### src/s128e_pkg.sv
`timescale 1ns / 1ps
// ---------------------------------------------------------------------------
// s128e_pkg
// Shared constants, types and round functions of the SIMON128/256 encryptor.
// ---------------------------------------------------------------------------
package s128e_pkg;

    localparam int ROUND_COUNT = 72;
    localparam int RK_IDX_W    = $clog2(ROUND_COUNT);
    localparam int WORD_W      = 64;
    localparam int CFG_INDEX_W = 8;
    localparam int KEY_WORDS   = 4;

    localparam logic [WORD_W-1:0]   Z_SEQ       = 64'h3dc94c3a046d678b;
    localparam logic [WORD_W-1:0]   C_CONST     = 64'hfffffffffffffffc;
    localparam logic [RK_IDX_W-1:0] Z_LEN       = RK_IDX_W'(62);
    localparam logic [4:0]          BLOCK_BYTES = 5'd16;
    localparam logic [WORD_W-1:0]   PAD_WORD    = 64'h1010101010101010;

    typedef enum logic [CFG_INDEX_W-1:0] {
        REG_KEY_WORD_0 = 8'd0,
        REG_KEY_WORD_1 = 8'd1,
        REG_KEY_WORD_2 = 8'd2,
        REG_KEY_WORD_3 = 8'd3
    } cfg_reg_t;

    // one pipeline slot: valid flag, left word, right word and the last flag
    typedef struct packed {
        logic              valid;
        logic [WORD_W-1:0] l;
        logic [WORD_W-1:0] r;
        logic              last;
    } s128e_stage_t;

    function automatic logic [WORD_W-1:0] rol64(input logic [WORD_W-1:0] x,
                                                input int unsigned n);
        rol64 = (x << n) | (x >> (WORD_W - n));
    endfunction

    function automatic logic [WORD_W-1:0] ror64(input logic [WORD_W-1:0] x,
                                                input int unsigned n);
        ror64 = (x >> n) | (x << (WORD_W - n));
    endfunction

    function automatic logic [WORD_W-1:0] simon_f(input logic [WORD_W-1:0] x);
        simon_f = (rol64(x, 1) & rol64(x, 8)) ^ rol64(x, 2);
    endfunction

    // bit of the z sequence for schedule step i, period 62
    function automatic logic z_bit(input logic [RK_IDX_W-1:0] i);
        logic [RK_IDX_W-1:0] j;
        j = (i >= Z_LEN) ? (i - Z_LEN) : i;
        z_bit = Z_SEQ[j[5:0]];
    endfunction

    function automatic logic [WORD_W-1:0] key_step(input logic [WORD_W-1:0] w0,
                                                   input logic [WORD_W-1:0] w1,
                                                   input logic [WORD_W-1:0] w3,
                                                   input logic              zb);
        logic [WORD_W-1:0] t;
        t = w1 ^ ror64(w3, 3);
        key_step = w0 ^ (C_CONST | {{(WORD_W-1){1'b0}}, zb}) ^ t ^ ror64(t, 1);
    endfunction

endpackage

### src/s128e_if.sv


interface s128e_ct_if;
    logic        valid;
    logic        ready;
    logic [63:0] cipher_low;
    logic [63:0] cipher_high;
    logic        last_out;

    modport source (output valid, cipher_low, cipher_high, last_out, input ready);
    modport sink (input valid, cipher_low, cipher_high, last_out, output ready);
endinterface

### src/s128e_skid.sv
`timescale 1ns / 1ps
// ---------------------------------------------------------------------------
// s128e_skid
// Two-entry output buffer; its fill level drives the pipeline advance.
// ---------------------------------------------------------------------------
module s128e_skid import s128e_pkg::*;
(
    input  logic          clk,
    input  logic          rst_n,
    input  s128e_stage_t  d,
    output logic          en,
    s128e_ct_if.source    cipher
);

    s128e_stage_t ent_reg [2];
    logic         wr_ptr_reg, rd_ptr_reg;
    logic [1:0]   count_reg, count_next;
    logic         push, pop;

    assign en   = (count_reg != 2'd2);
    assign push = en && d.valid;
    assign pop  = cipher.valid && cipher.ready;

    assign count_next = count_reg + 2'(push) - 2'(pop);

    always_ff @(posedge clk or negedge rst_n)
    begin
        if (!rst_n)
        begin
            wr_ptr_reg <= 1'b0;
            rd_ptr_reg <= 1'b0;
            count_reg  <= '0;
        end
        else
        begin
            if (push)
            begin
                wr_ptr_reg <= !wr_ptr_reg;
            end
            if (pop)
            begin
                rd_ptr_reg <= !rd_ptr_reg;
            end
            count_reg <= count_next;
        end
    end

    always_ff @(posedge clk)
    begin
        if (push)
        begin
            ent_reg[wr_ptr_reg] <= d;
        end
    end

    assign cipher.valid       = (count_reg != 2'd0);
    assign cipher.cipher_low  = ent_reg[rd_ptr_reg].l;
    assign cipher.cipher_high = ent_reg[rd_ptr_reg].r;
    assign cipher.last_out    = ent_reg[rd_ptr_reg].last;

    a_fill_bound: assert property (@(posedge clk) disable iff (!rst_n)
        count_reg <= 2'd2)
        else $error("output buffer overfilled");

    a_pop_drains: assert property (@(posedge clk) disable iff (!rst_n)
        (pop && !push) |=> (count_reg == $past(count_reg) - 2'd1))
        else $error("output buffer level wrong after pop");

endmodule
### src/flat_wrapper.sv
// flat-port wrapper written by rule: the top's interface ports become plain ports
module s128e_skid_flat import s128e_pkg::*;
  (clk, rst_n, d, en, cipher_valid, cipher_cipher_low, cipher_cipher_high, cipher_last_out, cipher_ready);
  s128e_ct_if cipher_i ();
  input  logic clk;
  input  logic rst_n;
  input  s128e_stage_t d;
  output logic en;
  output wire logic [$bits(cipher_i.valid)-1:0] cipher_valid;
  output wire logic [$bits(cipher_i.cipher_low)-1:0] cipher_cipher_low;
  output wire logic [$bits(cipher_i.cipher_high)-1:0] cipher_cipher_high;
  output wire logic [$bits(cipher_i.last_out)-1:0] cipher_last_out;
  input wire logic [$bits(cipher_i.ready)-1:0] cipher_ready;
  assign cipher_valid = cipher_i.valid;
  assign cipher_cipher_low = cipher_i.cipher_low;
  assign cipher_cipher_high = cipher_i.cipher_high;
  assign cipher_last_out = cipher_i.last_out;
  assign cipher_i.ready = cipher_ready;
  s128e_skid u_core (.clk(clk), .rst_n(rst_n), .d(d), .en(en), .cipher(cipher_i));
endmodule
### config.mk
export PLATFORM = sky130hd
export DESIGN_NAME = s128e_skid_flat
export DESIGN_NICKNAME = d
export VERILOG_FILES = /design/src/s128e_pkg.sv /design/src/s128e_if.sv /design/src/s128e_skid.sv /design/src/flat_wrapper.sv
export SDC_FILE = /design/constraint.sdc
export NUM_CORES = 1
export LEC_CHECK = 0
export ABC_CLOCK_PERIOD_IN_PS = 17720
export BUFFER_PORTS_ARGS = -buffer_cell sky130_fd_sc_hd__buf_2
export CORE_MARGIN = 10
export CORE_UTILIZATION = 45
export DETAILED_ROUTE_END_ITERATION = 10
export PLACE_DENSITY = 0.78
export RECOVER_POWER = 25
export SETUP_SLACK_MARGIN = 0.5
export SYNTH_ARGS = -nofsm -noshare
export SYNTH_HDL_FRONTEND = slang
export SYNTH_SLANG_ARGS = --single-unit
### constraint.sdc
create_clock -name clk -period 17.72 [get_ports clk]
set_input_delay 0 -clock clk [delete_from_list [all_inputs] [get_ports clk]]
set_output_delay 0 -clock clk [all_outputs]
set_load 0.02 [all_outputs]
# Word-level counts from Yosys, hierarchy flattened
# Memories as Yosys holds them, arrays and structs flattened.
# Cells that the tools add are included.
# word_totals
wordCells	14
inputBits	133
mem_count	1
reg_bits	4
out_inout_bits	131
latchBits	0
romBits	0
ramBits	260
# memory_table
name	words	width	rd	rd_ports_with_merged_regs	wr	line_no	text
u_core.ent_reg	2	130	1	0	1	s128e_skid.sv:15	s128e_stage_t ent_reg [2];
# op_classes
mul	0
mux	2
eq_ne	1
reduce_logical	5
n_addsub	2
magnitude_cmp	0
bitwise	0
n_shift	0
div	0
# ops
op	count
adder 2 x 1 -> 2 bit	1
logical AND 1 bit	2
logical NOT 1 bit	2
two-way mux 1 bit	2
inequality test 2 bit, second input constant	1
nonzero test 2 bit	1
subtractor 2 x 1 -> 2 bit	1

# Longest topological paths before layout
# depth
ltp_word	4
depth_mapped	7
mapped_depth_nobuf	7

# Worst setup path before layout
# OpenSTA, ideal clock, no wires.
# synth_timing
path_kind	reg-to-reg
start	reg u_core.count_reg[1]
end	mem u_core.ent_reg[0][0] (netlist name) (enable)
synth_period_minus_slack_ns	6.730
required_ns	17.101
setup_slack_ns	10.990
arrival_ns	6.111
setup_ns	0.619
n_path_buf	0
path_stages_with_launch	4
cell_sequence	dfrtp_1 > nand2b_1 > nand2_1 > nor2_1
# synth_between
elab_chain_cells	4
# synth_lines
element	line_no	text
from (decl)	s128e_skid.sv:17	logic [1:0] count_reg, count_next;
from (signal assigned)	s128e_skid.sv:44	count_reg <= count_next;
inequality test 2 bit	s128e_skid.sv:20	assign en = (count_reg != 2'd2);
net en	flat_wrapper.sv:8	output logic en;
logical AND 1 bit	s128e_skid.sv:21	assign push = en && d.valid;
two-way mux 1 bit	s128e_skid.sv:50	if (push)
two-way mux 1 bit (not written as such)	s128e_skid.sv:52	ent_reg[wr_ptr_reg] <= d;
to (decl)	s128e_skid.sv:15	
# The timed path passes the listed nets, and every way through them passes these cells.

# Worst setup path in the final report
# layout_timing
start	reg u_core.rd_ptr_reg
end	out cipher_cipher_high[10]
# layout_between
elab_chain_cells	1
# layout_lines
element	line_no	text
from (decl)	s128e_skid.sv:16	logic wr_ptr_reg, rd_ptr_reg;
from (signal assigned)	s128e_skid.sv:42	rd_ptr_reg <= !rd_ptr_reg;
memory (2 x 130 bit)	--	
to (decl)	flat_wrapper.sv:11	output wire logic [$bits(cipher_i.cipher_high)-1:0] cipher_cipher_high;
# Every way passes these cells.

==> impl_metrics.tcl <==
set metrics [dict create \
    yosysTopAreaCell "edfxtp_1" \
    cts_tree "built" \
    yosysWarningCount 0 \
    power_frac_comb_pct 32.5 \
    ys_types 16 \
    p_int_mw 1.41 \
    synth-edff-count 258 \
    post_cts_resized 0 \
    port_buffers 263 \
    yosys-top-cells-area "edfxtp_1, mux2_2, buf_6" \
    crit_type "register to output pin" \
    startpoint_type "register" \
    synth.most_common_cell "edfxtp_1" \
    synth_area_per_cell_um2 22.7 \
    fin_setup_tns_ns 0 \
    outcome "complete, no violations" \
    post_drt_wl_per_cell_um 19.1 \
    ir_drop_mv 0.115 \
    power_leakage_nw 4.85 \
    dp_hpwl_um 13200 \
    maxCapViolations 0 \
    ys_ff_latch 262 \
    grt_setup_unrepaired "no" \
    drt-total-wl_um 21600 \
    p_sw_share_pct 32.6 \
    pre_cts_slack_ns 14.99 \
    worst_pin_slew_ns 1.02 \
    cp.arrival_ns 3.04 \
    fmax_mhz 329 \
    grt_max_degree 75 \
    cp-end-kind "output pin" \
    pwr_density_cell_nw_per_um2 159 \
    fin_ws_ns 14.68 \
    grtUsageMet1_pct 16.6 \
    grtUsageMet2_pct 27.0 \
    track_usage_pct 15.0 \
    clock_skew_ns 0.00786 \
    clk_pin_slew_ns 0.06 \
    cts_buffer_depth 3 \
    die_area_um2 27400 \
    drive_above_1_share_pct 44.5 \
    vias 5388 \
    start_util_pct 45.5 \
    die_h_um 166 \
    min_period_over_period_pct 17.2 \
    drcViolationCount 0 \
    setup_viol 0 \
    h-tree-depth 1 \
    grt_pass1_vias 6091 \
    synth_common_cells "edfxtp_1, mux2_2, buf_6" \
    timing.hold.ws_ns 0.212 \
    first_iter_violations 296 \
    seq_area_frac_synth_pct 82.3 \
    hold_viol 0 \
    insertion_delay_ns 0.51 \
    routed_via_density 4.77 \
    final_nets 969 \
    cts_setup_buffers 0 \
    synth_area_um2 9540 \
    busiest_layer "met2" \
    hold_path.class "primary input to register" \
    use_met3_pct 4.56 \
    async_reset_ff_share_pct 1.53 \
    gp_congestion 0.742 \
    drv_slew 0 \
    cts.sinks 262 \
    slew_headroom_pct 31.8 \
    grt_pass1_wl_um 32500 \
    fin_crit_ns 3.04 \
    antenna_found_initial 1 \
    required_ns 17.72 \
    cts_made_buffers 26 \
    io_pins 264 \
    synth_fp_nets 555 \
    rows 53 \
    die_w_um 166 \
    p_seq_share_pct 43.2 \
    gr-total-overflow 0 \
    p_clk_share_pct 24.3 \
    coreArea_um2 21000 \
    ant_nets 0 \
    critPathMaxFanout 74 \
    cts_root_buf "clkbuf_16" \
    drt-pass1-iter-count 4 \
    netSwitchingPower_uw 683 \
    dominantRegCellSynth "edfxtp_1" \
    cts_hold_repair.buffers 133 \
    placed_area_um2 11100 \
    fin_area_um2 13200 \
    areaGrowthSynthToFinish_pct 38.1 \
    syn_inst 420 \
    synth_top_area_share_pct 81.2 \
    largest_register_ffs 258 \
]
==> power groups by stage <==
| stage | sequential, mW | clock [mW] | combinational [mW] |
|---|---|---|---|
| final | 0.905 | 0.508 | 0.681 |
| after global routing | 0.918 | 0.552 | 0.728 |
| after CTS | 0.906 | 0.520 | 0.692 |
| after detailed placement | 0.918 | 0 | 0.664 |
| after global placement | 0.909 | 0 | 0.663 |
| after floorplan | 0.905 | 0 | 0.488 |
==> area by class of cell <==
type | instances | area (um^2)
sequential | 262 | 7850
tap | 275 | 344
clock inverter | 17 | 115
fill | 1467 | 7780
multi-input combinational | 141 | 1560
antenna | 1 | 2.50
timing repair buffer | 400 | 2610
clock buffer | 31 | 691
inverter | 3 | 11.3
==> layer usage <==
| layer | wire [um] | vias to the layer above |
|---|---|---|
| met5 | 0 | - |
| li1 | - | 2505 |
| met3 | 1730 | 51 |
| met4 | 516 | 0 |
| met1 | 7930 | 2633 |
| met2 | 11400 | 199 |
==> path summary, 6_finish.rpt <==
check,start,to,slack (ns),cells after the start
setup / recovery,u_core.rd_ptr_reg,cipher_cipher_high[10],14.68,3
hold / removal,d[56],u_core.ent_reg[0][56],0.21,2
setup reg to reg,u_core.count_reg[1],u_core.ent_reg[0][74],15.02,5
hold reg to reg,u_core.wr_ptr_reg,u_core.wr_ptr_reg,0.56,1
max in group asynchronous,rst_n,u_core.rd_ptr_reg,17.13,3
min in group asynchronous,rst_n,u_core.rd_ptr_reg,0.39,3
==> placed cells by master, fill, tap and decap left out, drive strengths merged <==
master,synthesis,layout
xor2,1,1
mux2,129,129
clkinvlp,0,2
clkinv,0,14
dlygate4sd3,0,133
inv,3,3
xnor2,3,3
or2,1,1
nor2,1,1
ha,2,2
diode,0,1
edfxtp,258,258
nand2,1,1
nand2b,1,1
dfrtp,4,4
and3,1,1
bufinv,0,1
clkbuf,0,91
and2,1,1
buf,14,207
==> kinds of logic after synthesis <==
logic type	Yosys count	share of synthesized area, %
mux	129	15.2
xor+xnor	4	0.367
simple gates	6	0.341
flops	262	82.3
buf+inv	17	1.53
fa+ha+maj	2	0.262
==> critical path, cell delays in order, from the launching register on <==
cell and delay (ns):
dfrtp_4 0.91, buf_4 0.82, mux2_2 0.44, buf_2 0.16
==> through the flow <==
stage	utilization, %	power, mW	instances
4_1_cts	63.2	2.12	1129
5_1_grt	62.9	2.20	1129
3_3_place_gp	53.0	1.57	948
2_1_floorplan	-	1.39	420
3_5_place_dp	53.0	1.58	948
6_report	62.9	2.09	1130
(Power assumes the default switching activity.)
