`src/s128e_pkg.sv`:
```
`timescale 1ns / 1ps
// ---------------------------------------------------------------------------
// s128e_pkg
// Shared constants, types and round functions of the SIMON128/256 encryptor.
// ---------------------------------------------------------------------------
package s128e_pkg;

    localparam int ROUND_COUNT = 72;
    localparam int RK_IDX_W    = $clog2(ROUND_COUNT);
    localparam int WORD_W      = 64;
    localparam int CFG_INDEX_W = 8;
    localparam int KEY_WORDS   = 4;

    localparam logic [WORD_W-1:0]   Z_SEQ       = 64'h3dc94c3a046d678b;
    localparam logic [WORD_W-1:0]   C_CONST     = 64'hfffffffffffffffc;
    localparam logic [RK_IDX_W-1:0] Z_LEN       = RK_IDX_W'(62);
    localparam logic [4:0]          BLOCK_BYTES = 5'd16;
    localparam logic [WORD_W-1:0]   PAD_WORD    = 64'h1010101010101010;

    typedef enum logic [CFG_INDEX_W-1:0] {
        REG_KEY_WORD_0 = 8'd0,
        REG_KEY_WORD_1 = 8'd1,
        REG_KEY_WORD_2 = 8'd2,
        REG_KEY_WORD_3 = 8'd3
    } cfg_reg_t;

    // one pipeline slot: valid flag, left word, right word and the last flag
    typedef struct packed {
        logic              valid;
        logic [WORD_W-1:0] l;
        logic [WORD_W-1:0] r;
        logic              last;
    } s128e_stage_t;

    function automatic logic [WORD_W-1:0] rol64(input logic [WORD_W-1:0] x,
                                                input int unsigned n);
        rol64 = (x << n) | (x >> (WORD_W - n));
    endfunction

    function automatic logic [WORD_W-1:0] ror64(input logic [WORD_W-1:0] x,
                                                input int unsigned n);
        ror64 = (x >> n) | (x << (WORD_W - n));
    endfunction

    function automatic logic [WORD_W-1:0] simon_f(input logic [WORD_W-1:0] x);
        simon_f = (rol64(x, 1) & rol64(x, 8)) ^ rol64(x, 2);
    endfunction

    // bit of the z sequence for schedule step i, period 62
    function automatic logic z_bit(input logic [RK_IDX_W-1:0] i);
        logic [RK_IDX_W-1:0] j;
        j = (i >= Z_LEN) ? (i - Z_LEN) : i;
        z_bit = Z_SEQ[j[5:0]];
    endfunction

    function automatic logic [WORD_W-1:0] key_step(input logic [WORD_W-1:0] w0,
                                                   input logic [WORD_W-1:0] w1,
                                                   input logic [WORD_W-1:0] w3,
                                                   input logic              zb);
        logic [WORD_W-1:0] t;
        t = w1 ^ ror64(w3, 3);
        key_step = w0 ^ (C_CONST | {{(WORD_W-1){1'b0}}, zb}) ^ t ^ ror64(t, 1);
    endfunction

endpackage

```
`src/s128e_round.sv`:
```
`timescale 1ns / 1ps
// ---------------------------------------------------------------------------
// s128e_round
// One SIMON round with its pipeline register.
// ---------------------------------------------------------------------------
module s128e_round import s128e_pkg::*;
(
    input  logic              clk,
    input  logic              rst_n,
    input  logic              en,
    input  logic [WORD_W-1:0] key,
    input  s128e_stage_t      d,
    output s128e_stage_t      q
);

    logic              valid_reg;
    logic [WORD_W-1:0] l_reg, r_reg;
    logic              last_reg;

    always_ff @(posedge clk or negedge rst_n)
    begin
        if (!rst_n)
        begin
            valid_reg <= 1'b0;
        end
        else if (en)
        begin
            valid_reg <= d.valid;
        end
    end

    always_ff @(posedge clk)
    begin
        if (en)
        begin
            l_reg    <= d.r;
            r_reg    <= d.l ^ simon_f(d.r) ^ key;
            last_reg <= d.last;
        end
    end

    assign q.valid = valid_reg;
    assign q.l     = l_reg;
    assign q.r     = r_reg;
    assign q.last  = last_reg;

endmodule

```
`config.mk`:
```
export PLATFORM = sky130hd
export DESIGN_NAME = s128e_round
export DESIGN_NICKNAME = d
export VERILOG_FILES = /design/src/s128e_pkg.sv /design/src/s128e_round.sv
export SDC_FILE = /design/constraint.sdc
export NUM_CORES = 1
export LEC_CHECK = 0
export BUFFER_PORTS_ARGS = -buffer_cell sky130_fd_sc_hd__clkbuf_2
export CAP_MARGIN = 10
export CORE_AREA = 2 2 126 128
export DETAILED_ROUTE_END_ITERATION = 8
export DIE_AREA = 0 0 128 130
export GPL_TIMING_DRIVEN = 0
export PLACE_DENSITY = 0.78
export SLEW_MARGIN = 10
export SYNTH_ARGS = -nofsm -noshare
export SYNTH_HDL_FRONTEND = slang
export SYNTH_SLANG_ARGS = --single-unit
export TNS_END_PERCENT = 1
```
`constraint.sdc`:
```
create_clock -name clk -period 0.8 [get_ports clk]
set_input_delay 0.04 -clock clk [delete_from_list [all_inputs] [get_ports clk]]
set_output_delay 0.04 -clock clk [all_outputs]
set_load 0.005 [all_outputs]
```
### Yosys cells after proc, flatten, opt, wreduce, memory -nomap -nowiden

Index checks and enable logic that the tools add are counted.

| word-level totals | value |
|---|---|
| flip-flop bits (word level) | 130 |
| input port bits | 197 |
| output and inout port bits | 130 |
| logic and storage cells | 11 |

| cells by class | value |
|---|---|
| bitwise operators | 7 |

Operator list:

| operator | count |
|---|---|
| $xor 64x64->64 | 3 |
| $and 64x64->64 | 1 |
| $or 64x1->64 | 1 |
| $or 64x2->64 | 1 |
| $or 64x8->64 | 1 |

### Depth between registers and ports, before layout

Gate-level depths: netlist of the first run.

| depth | value |
|---|---|
| word-level depth | 5 |
| depth in mapped cells | 2 |
| mapped depth without buffers | 2 |

### Least setup slack after synthesis of the first run

OpenSTA, ideal clock, no wires.

| timing | value |
|---|---|
| kind | register to register |
| from | register valid_reg (netlist name) |
| to | register valid_reg |
| setup time | 0.125 ns |
| arrival time | 0.593 ns |
| data required time | 0.675 ns |
| slack | 0.082 ns |
| cell stages (with the launch flop) | 2 |
| path buffers | 0 |
| clock period less this slack | 0.718 ns |
| cell sequence | dfrtp_1 mux2_2 |

RTL lines:

| what | RTL line | text |
|---|---|---|
| end signal, assigned | s128e_round.sv:28 | `valid_reg <= d.valid;` |
| end, declared | s128e_round.sv:16 | `logic valid_reg;` |

### Worst setup path after layout of the first run

| timing | value |
|---|---|
| from | register valid_reg |
| to | output q[129] (netlist name) |

RTL lines:

| what | RTL line | text |
|---|---|---|
| end, declared | s128e_round.sv:13 | `output s128e_stage_t q` |

No word-level cell between the ends.

==> results of run 1 <==
cells in the final DEF (no fill, tap or decap), drive strengths merged:
cell type / Yosys / layout
xor2: 64 / 64
nand2: 64 / 64
edfxtp: 129 / 129
xnor3: 64 / 64
buf: 2 / 9
mux2: 1 / 1
clkbuf: 0 / 339
dlygate4sd3: 0 / 68
clkinv: 0 / 8
dfrtp: 1 / 1
bufinv: 0 / 1
clkinvlp: 0 / 4
cell families after synthesis:
group | count (synthesis) | synth area share [%]
muxes | 1 | 0.1826
DFF | 130 | 63.22
xor gates and xnor gates | 128 | 32.46
buffers and inverters | 2 | 0.2434
and+or+nand+nor | 64 | 3.895
layout make-up:
type / instances / area [um^2]
fillers: 1222 / 6120
plain buffers: 1 / 11.26
multi-input cells: 193 / 2253
well taps: 192 / 240.2
flip-flops and latches: 130 / 3899
clock buffers: 19 / 432.9
clock inverters: 13 / 95.09
repair buffers: 396 / 2374
what timing repair did:
item,CTS,global route
setup endpoints to repair,152,131
buffers inserted,1,0
pin swaps,0,0
resized for setup,1,7
hold buffers,68,0
endpoints found under the hold margin,67,0
worst max-delay path: cells and delay by family, from the launching register on:
kind	cells	cell delay, ns
buf+inv	2	0.22
flops	1	0.38
metrics by stage:
stage	setup slack (ns)	utilization [%]	setup TNS, ns	hold slack [ns]	total power [W]
floorplan	0.08187	-	0	-0.2556	0.01025
global placement	-2.170	52.12	-267.04	-0.1845	0.01204
detailed placement	-0.4401	52.35	-39.88	-0.1803	0.01214
CTS	-0.2604	60.31	-19.90	0.008701	0.01940
global route	-0.2868	60.33	-22.67	0.01754	0.01998
finish	-0.2482	60.33	-16.41	0.03487	0.01926
per-layer routing:
metal	vias up	share of wire [%]	global-route usage (%)
met3	32	7.1	6.273
li1	2017	-	-
met1	2046	38	21.18
met5	-	0	0
met2	221	53	33.94
met4	0	2.2	7.304
power groups by stage:
| stage | Clock [W] | Sequential, W | Combinational, W |
|---|---|---|---|
| after floorplan | 0 | 0.00897 | 0.00128 |
| after global placement | 0 | 0.00885 | 0.00319 |
| after detailed placement | 0 | 0.00886 | 0.00328 |
| after CTS | 0.00711 | 0.00872 | 0.00356 |
| after global routing | 0.00739 | 0.00879 | 0.00380 |
| final | 0.00700 | 0.00872 | 0.00354 |
final timing paths:
kind,endpoint,cells past startpoint,start
max in group asynchronous,valid_reg,3,rst_n
min reg2reg,valid_reg,2,valid_reg
max reg2reg,valid_reg,2,valid_reg
min,r_reg[62],2,d[127]
max,q[129],2,valid_reg
min in group asynchronous,valid_reg,3,rst_n
cells in the mapped netlist:
cell | number | area [um^2]
nand2_1 | 64 | 240.2
edfxtp_1 | 129 | 3874
dfrtp_1 | 1 | 25.02
xor2_1 | 64 | 560.5
mux2_2 | 1 | 11.26
xnor3_1 | 64 | 1441
buf_4 | 2 | 15.01
==> flow_summary.ini, run 1 <==
[run_status]
status = complete, but fails checks
failed_checks = setup timing

[pwr]
combPwrFrac_pct = 18.4
vdd_drop_max_uv = 1191
p_leak_nw = 4.771
intPower_w = 0.01479
power_density_nw_per_um2 = 2070
pwr-share-seq_pct = 45.3
p_clk_share_pct = 36.4
netSwitchingFraction_pct = 23.20
power.switching_w = 0.004469

[timing]
tightest_slew_ns = 0.3872
rsz0062_at_grt = yes
hold_viol = 0
final-max-slew-violation-count = 0
post-route-min-period_ns = 1.048
clock_skew_ns = 0
fin_crit_sh_pct = 131.0
setup_ws_ns = -0.2482
fmaxAchievable_mhz = 954.0
slew_headroom_pct = 74.19
setup_viol = 131

[setup_path]
crit_slowest_cell = dfrtp_1
r2r_slack_ns = -0.07
critPathKind = reg -> out
arrival_ns = 1.01
worstPathCellList = buf_6 -> buf_6
crit_path_end_kind = output port
critical-path-max-stage-delay_ns = 0.38
cp.required_ns = 0.76
startpoint_type = register
cpMostUsedCell = buf_6
crit_path_max_fanout = 2

[clocking]
cts_max_level = 4
clkTransAtPathRegs_ns = 0.05
numCtsBuffers = 17
cts.sinks = 130
clock_latency_ns = 0.40
cts.path.max_buffers = 2
tritoncts = yes
root_buffer = clkbuf_16

[routing]
drt_wl_total_um = 16290
drc = 0
ant_nets = 0
routed_via_density = 4.572
drt_pass1_iterations = 4
detail_route.wl_per_cell_um = 17.26
drt_iter0_markers = 246
num_vias = 4316

[floorplanning]
die_x_um = 128
core_um2 = 15420
io_pins = 327
rows = 46
initial_core_util_pct = 39.98
die_area_um2 = 16640
die_y_um = 130

[placement]
dpl_cell_area_um2 = 8075
finalWeightedCongestion = 0.7820
io_buffer_count = 326
hpwlAfterDp_um = 11930
dp_cells = 844

[logic_synthesis]
ys_warn_count = 0
syn_area_um2 = 6167
synth_cells = 325
yosysSeqAreaShare_pct = 63.22
syn_nets = 522
yosysUniqueCellTypes = 7
syn_avg_cell_area_um2 = 18.98
ys_ff_latch = 130

[job]
max_cap_violations = 0

[global_route]
grt_max_degree = 76
track_usage_pct = 18.98
overflow = 0
grt_antenna_before_repair = 0
grt_pass1_vias = 4400
grt_first_pass_wirelength_um = 23090

[final_layout]
syn2layout_area_growth_pct = 50.88
layout-drive-gt1-share_pct = 47.34
layout.cells.non_filler = 944
final_cell_area_um2 = 9305
nNetsFinal = 936
n_antenna_cell = 0

[worst_hold_path]
hold_path_class = in -> reg
Note: power is estimated with default switching activity, not from simulation.
==> inputs of run 2 (changes only) <==
==> constraint.sdc (replaced) <==
create_clock -name clk -period 0.9 [get_ports clk]
set_input_delay 0.045 -clock clk [delete_from_list [all_inputs] [get_ports clk]]
set_output_delay 0.045 -clock clk [all_outputs]
set_load 0.005 [all_outputs]
==> flow_summary.ini, run 2 (same netlist as run 1, synthesis figures left out) <==
[run_status]
status = complete, but fails checks
failed_checks = setup timing

[setup_path]
crit_path_end_kind = output port
cp.required_ns = 0.85
worstPathCellList = clkbuf_2
startpoint_type = register
critPathKind = reg -> out
critical-path-max-stage-delay_ns = 0.41
crit_slowest_cell = edfxtp_1
cp_top_family = flip-flops
timing.rr.start = valid_reg
startpoint = r_reg[47]
arrival_ns = 0.94
critPathBufInv = 1
crit_path_max_fanout = 1
r2r_slack_ns = 0.04

[floorplanning]
io_pins = 327
die_x_um = 128
die_y_um = 130
initial_core_util_pct = 39.98
core_um2 = 15420
die_area_um2 = 16640
rows = 46

[timing]
slew_headroom_pct = 67.74
fmaxAchievable_mhz = 1015
post-route-min-period_ns = 0.9851
setup_ws_ns = -0.08512
setup_viol = 130
clock_skew_ns = 0
fin_setup_tns_ns = -3.766
fin_crit_sh_pct = 109.5
final-max-slew-violation-count = 0
tightest_slew_ns = 0.4840
hold_viol = 0
rsz0062_at_grt = yes

[routing]
detail_route.wl_per_cell_um = 17.18
routed_via_density = 4.573
ant_nets = 0
drt_iter0_markers = 261
drt_pass1_iterations = 4
num_vias = 4312
drc = 0
drt_wl_total_um = 16200

[pwr]
netSwitchingFraction_pct = 23.18
combPwrFrac_pct = 18.3
intPower_w = 0.01313
power.switching_w = 0.003962
p_leak_nw = 4.757
power_density_nw_per_um2 = 1842
vdd_drop_max_uv = 1056
pwr-share-seq_pct = 45.3
p_clk_share_pct = 36.4

[clocking]
numCtsBuffers = 17
cts.sinks = 130
cts.path.max_buffers = 2
cts_max_level = 4
tritoncts = yes
clock_latency_ns = 0.40
clkTransAtPathRegs_ns = 0.05
root_buffer = clkbuf_16

[placement]
finalWeightedCongestion = 0.7820
hpwlAfterDp_um = 11930
io_buffer_count = 326
pre_cts_ws_ns = -0.3451

[final_layout]
multiInputGateArea_um2 = 2253
seq_area_um2 = 3899
syn2layout_area_growth_pct = 50.42
fill_cells = 1227
final_common_cell = clkbuf_2
utilization_pct = 60.14
layout_common_cells = 320 x clkbuf_2, 129 x edfxtp_1, 68 x dlygate4sd3_1
nNetsFinal = 935
layout-drive-gt1-share_pct = 47.27
n_antenna_cell = 0

[worst_hold_path]
hold_path_class = in -> reg
min_from = d[127]

[global_route]
grt_antenna_before_repair = 0
grt_first_pass_wirelength_um = 23030
overflow = 0
grt_max_degree = 76
track_usage_pct = 18.94
grt_pass1_vias = 4389

[job]
max_cap_violations = 0
==> run 2: cell types whose count changed in the layout (fill, tap and decap cells not counted) <==
cell / delta
buf_6: -2
clkbuf_16: -1
clkbuf_2: +1
clkbuf_8: +1
==> run 2: worst paths after layout <==
| kind | end | depth (start not counted) |
|---|---|---|
| worst min register to register | valid_reg | 2 |
| worst min-delay path | r_reg[62] | 2 |
| worst max register to register | valid_reg | 2 |
| max in group asynchronous | valid_reg | 3 |
| min in group asynchronous | valid_reg | 3 |
| worst max-delay path | q[48] | 1 |
==> run 2: stage by stage <==
| stage | power [W] | instances | hold slack (ns) | cell area (um^2) |
|---|---|---|---|---|
| after detailed placement | 0.01079 | 844 | -0.1753 | 8075 |
| after floorplan | 0.009108 | 325 | -0.2506 | 6167 |
| after global routing | 0.01774 | 943 | 0.02254 | 9276 |
| after global placement | 0.01070 | 843 | -0.1795 | 8039 |
| after CTS | 0.01723 | 943 | 0.01370 | 9276 |
| final | 0.01709 | 943 | 0.04087 | 9276 |
==> run 2: worst reg2reg max path: stages, from the launching register on <==
cell and delay (ns):
dfrtp_1 0.38, buf_4 0.13, mux2_2 0.24
==> run 2: what timing repair did <==
action / CTS / global route
pin swaps: 0 / 0
setup endpoints to repair: 130 / 130
resized for setup: 0 / 5
hold endpoints to repair: 67 / 0
setup buffers: 1 / 0
hold buffers: 68 / 0
==> run 2: power groups by stage <==
stage	Combinational (W)	Sequential (W)	Clock, W
after floorplan	0.00113	0.00797	0
after global placement	0.00283	0.00787	0
after detailed placement	0.00292	0.00788	0
after CTS	0.00315	0.00776	0.00632
after global routing	0.00335	0.00781	0.00657
final	0.00312	0.00775	0.00622
==> run 2: layout make-up <==
type,count,share of cell area [%]
tap,192,2.590
timing repair buffer,396,25.40
clock buffer,19,4.667
clock inverter,13,1.025
multi-input combinational,193,24.29
sequential,130,42.03
==> run 2: metal layers <==
layer | GRT usage (%) | vias to the layer above | share of wire, %
li1 | - | 2018 | -
met1 | 21.15 | 2047 | 38
met2 | 33.82 | 217 | 53
met3 | 6.273 | 30 | 7.2
met4 | 7.304 | 0 | 2.1
met5 | 0 | - | 0
==> inputs of run 3 (changes only) <==
--- a/config.mk
+++ b/config.mk
@@ -11,7 +11,8 @@
 export DETAILED_ROUTE_END_ITERATION = 8
 export DIE_AREA = 0 0 128 130
 export GPL_TIMING_DRIVEN = 0
-export PLACE_DENSITY = 0.78
+export PLACE_DENSITY = 0.87
+export SKIP_LAST_GASP = 1
 export SLEW_MARGIN = 10
 export SYNTH_ARGS = -nofsm -noshare
 export SYNTH_HDL_FRONTEND = slang
==> flow_summary.ini, run 3 (same netlist as run 1, synthesis figures left out) <==
[run_status]
status = complete, but fails checks
failed_checks = setup timing

[global_route]
overflow = 0
grt_antenna_before_repair = 0
track_usage_pct = 19.59
grt_pass1_vias = 4595
grt_first_pass_wirelength_um = 23970
grt_max_degree = 74

[setup_path]
critPathBufInv = 1
crit_path_end_kind = output port
critical-path-max-stage-delay_ns = 0.39
startpoint_type = register
crit_path_max_fanout = 1
worstPathCellList = clkbuf_2
cp.required_ns = 0.85
crit_slowest_cell = edfxtp_1
critPathKind = reg -> out
cp_top_family = flip-flops
arrival_ns = 0.92

[routing]
drc = 0
num_vias = 4343
drt_iter0_markers = 257
detail_route.wl_per_cell_um = 17.53
routed_via_density = 4.610
ant_nets = 0
drt_pass1_iterations = 5
drt_wl_total_um = 16510

[placement]
dp_cells = 844
io_buffer_count = 326
pre_cts_ws_ns = -0.3504
finalWeightedCongestion = 0.8405
hpwlAfterDp_um = 12190

[clocking]
postCtsSetupBuffers = 0
numCtsBuffers = 17
cts_resized = 0
cts_max_level = 4
clock_latency_ns = 0.40
cts.sinks = 130
root_buffer = clkbuf_16
tritoncts = yes
cts.path.max_buffers = 2
clkTransAtPathRegs_ns = 0.05

[job]
max_cap_violations = 0

[timing]
rsz0062_at_grt = yes
fmaxAchievable_mhz = 1040
clock_skew_ns = 0
final-max-slew-violation-count = 0
tightest_slew_ns = 0.4947
slew_headroom_pct = 67.02
whs_ns = 0.05012
post-route-min-period_ns = 0.9614
fin_crit_sh_pct = 106.8
hold_viol = 0
setup_ws_ns = -0.06142
setup_viol = 130

[pwr]
p_leak_nw = 4.814
vdd_drop_max_uv = 1123
power_density_nw_per_um2 = 1952
total_power_w = 0.01832

[final_layout]
final_common_cell = clkbuf_2
layout-drive-gt1-share_pct = 48.00
seq_area_um2 = 3899
syn2layout_area_growth_pct = 52.20
nNetsFinal = 934
layout_common_cells = 325 x clkbuf_2, 129 x edfxtp_1, 68 x dlygate4sd3_1
n_antenna_cell = 0
multiInputGateArea_um2 = 2253
layout.cells.non_filler = 942
fill_cells = 1163
utilization_pct = 60.85

[floorplanning]
die_y_um = 130
io_pins = 327
core_um2 = 15420
die_x_um = 128
rows = 46
initial_core_util_pct = 39.98
die_area_um2 = 16640

[worst_hold_path]
hold_path_class = in -> reg
run 3: metal layers:
metal	GRT usage [%]	part of all wire [%]
met3	5.166	7.9
met4	8.403	2.4
met1	21.81	37
met5	0	0
met2	35.64	53
run 3: final cells by class:
cell class,count,area share (%)
clock buffers,20,4.972
clock inverters,12,1.906
multi-input cells,193,24.01
flip-flops and latches,130,41.54
well taps,192,2.559
repair buffers,395,25.02
run 3: what timing repair did:
item                                   in CTS  in global routing
endpoints found under the hold margin      67                  0
setup endpoints to repair                 130                130
hold buffers                               68                  0
run 3: report_power, final:
group | internal, W | switching, W | total, W
Sequential | 0.00757 | 0.000185 | 0.00775
Clock | 0.00487 | 0.00256 | 0.00743
Combinational | 0.00183 | 0.00131 | 0.00314
run 3: path summary, 6_finish.rpt:
| check | startpoint | end | slack, ns | cells past startpoint |
|---|---|---|---|---|
| setup / recovery | last_reg | q[0] | -0.06 | 1 |
| hold / removal | d[127] | r_reg[62] | 0.05 | 2 |
| setup reg to reg | valid_reg | valid_reg | 0.15 | 1 |
| hold reg to reg | valid_reg | valid_reg | 0.52 | 1 |
| max in group asynchronous | rst_n | valid_reg | 0.31 | 3 |
| min in group asynchronous | rst_n | valid_reg | 0.49 | 3 |
run 3: through the flow:
stage / instance area [um^2] / TNS, ns
5_1_grt: 9387 / -9.722
4_1_cts: 9387 / -7.160
6_report: 9387 / -3.915
3_5_place_dp: 8075 / -25.21
3_3_place_gp: 8039 / -246.41
2_1_floorplan: 6167 / 0
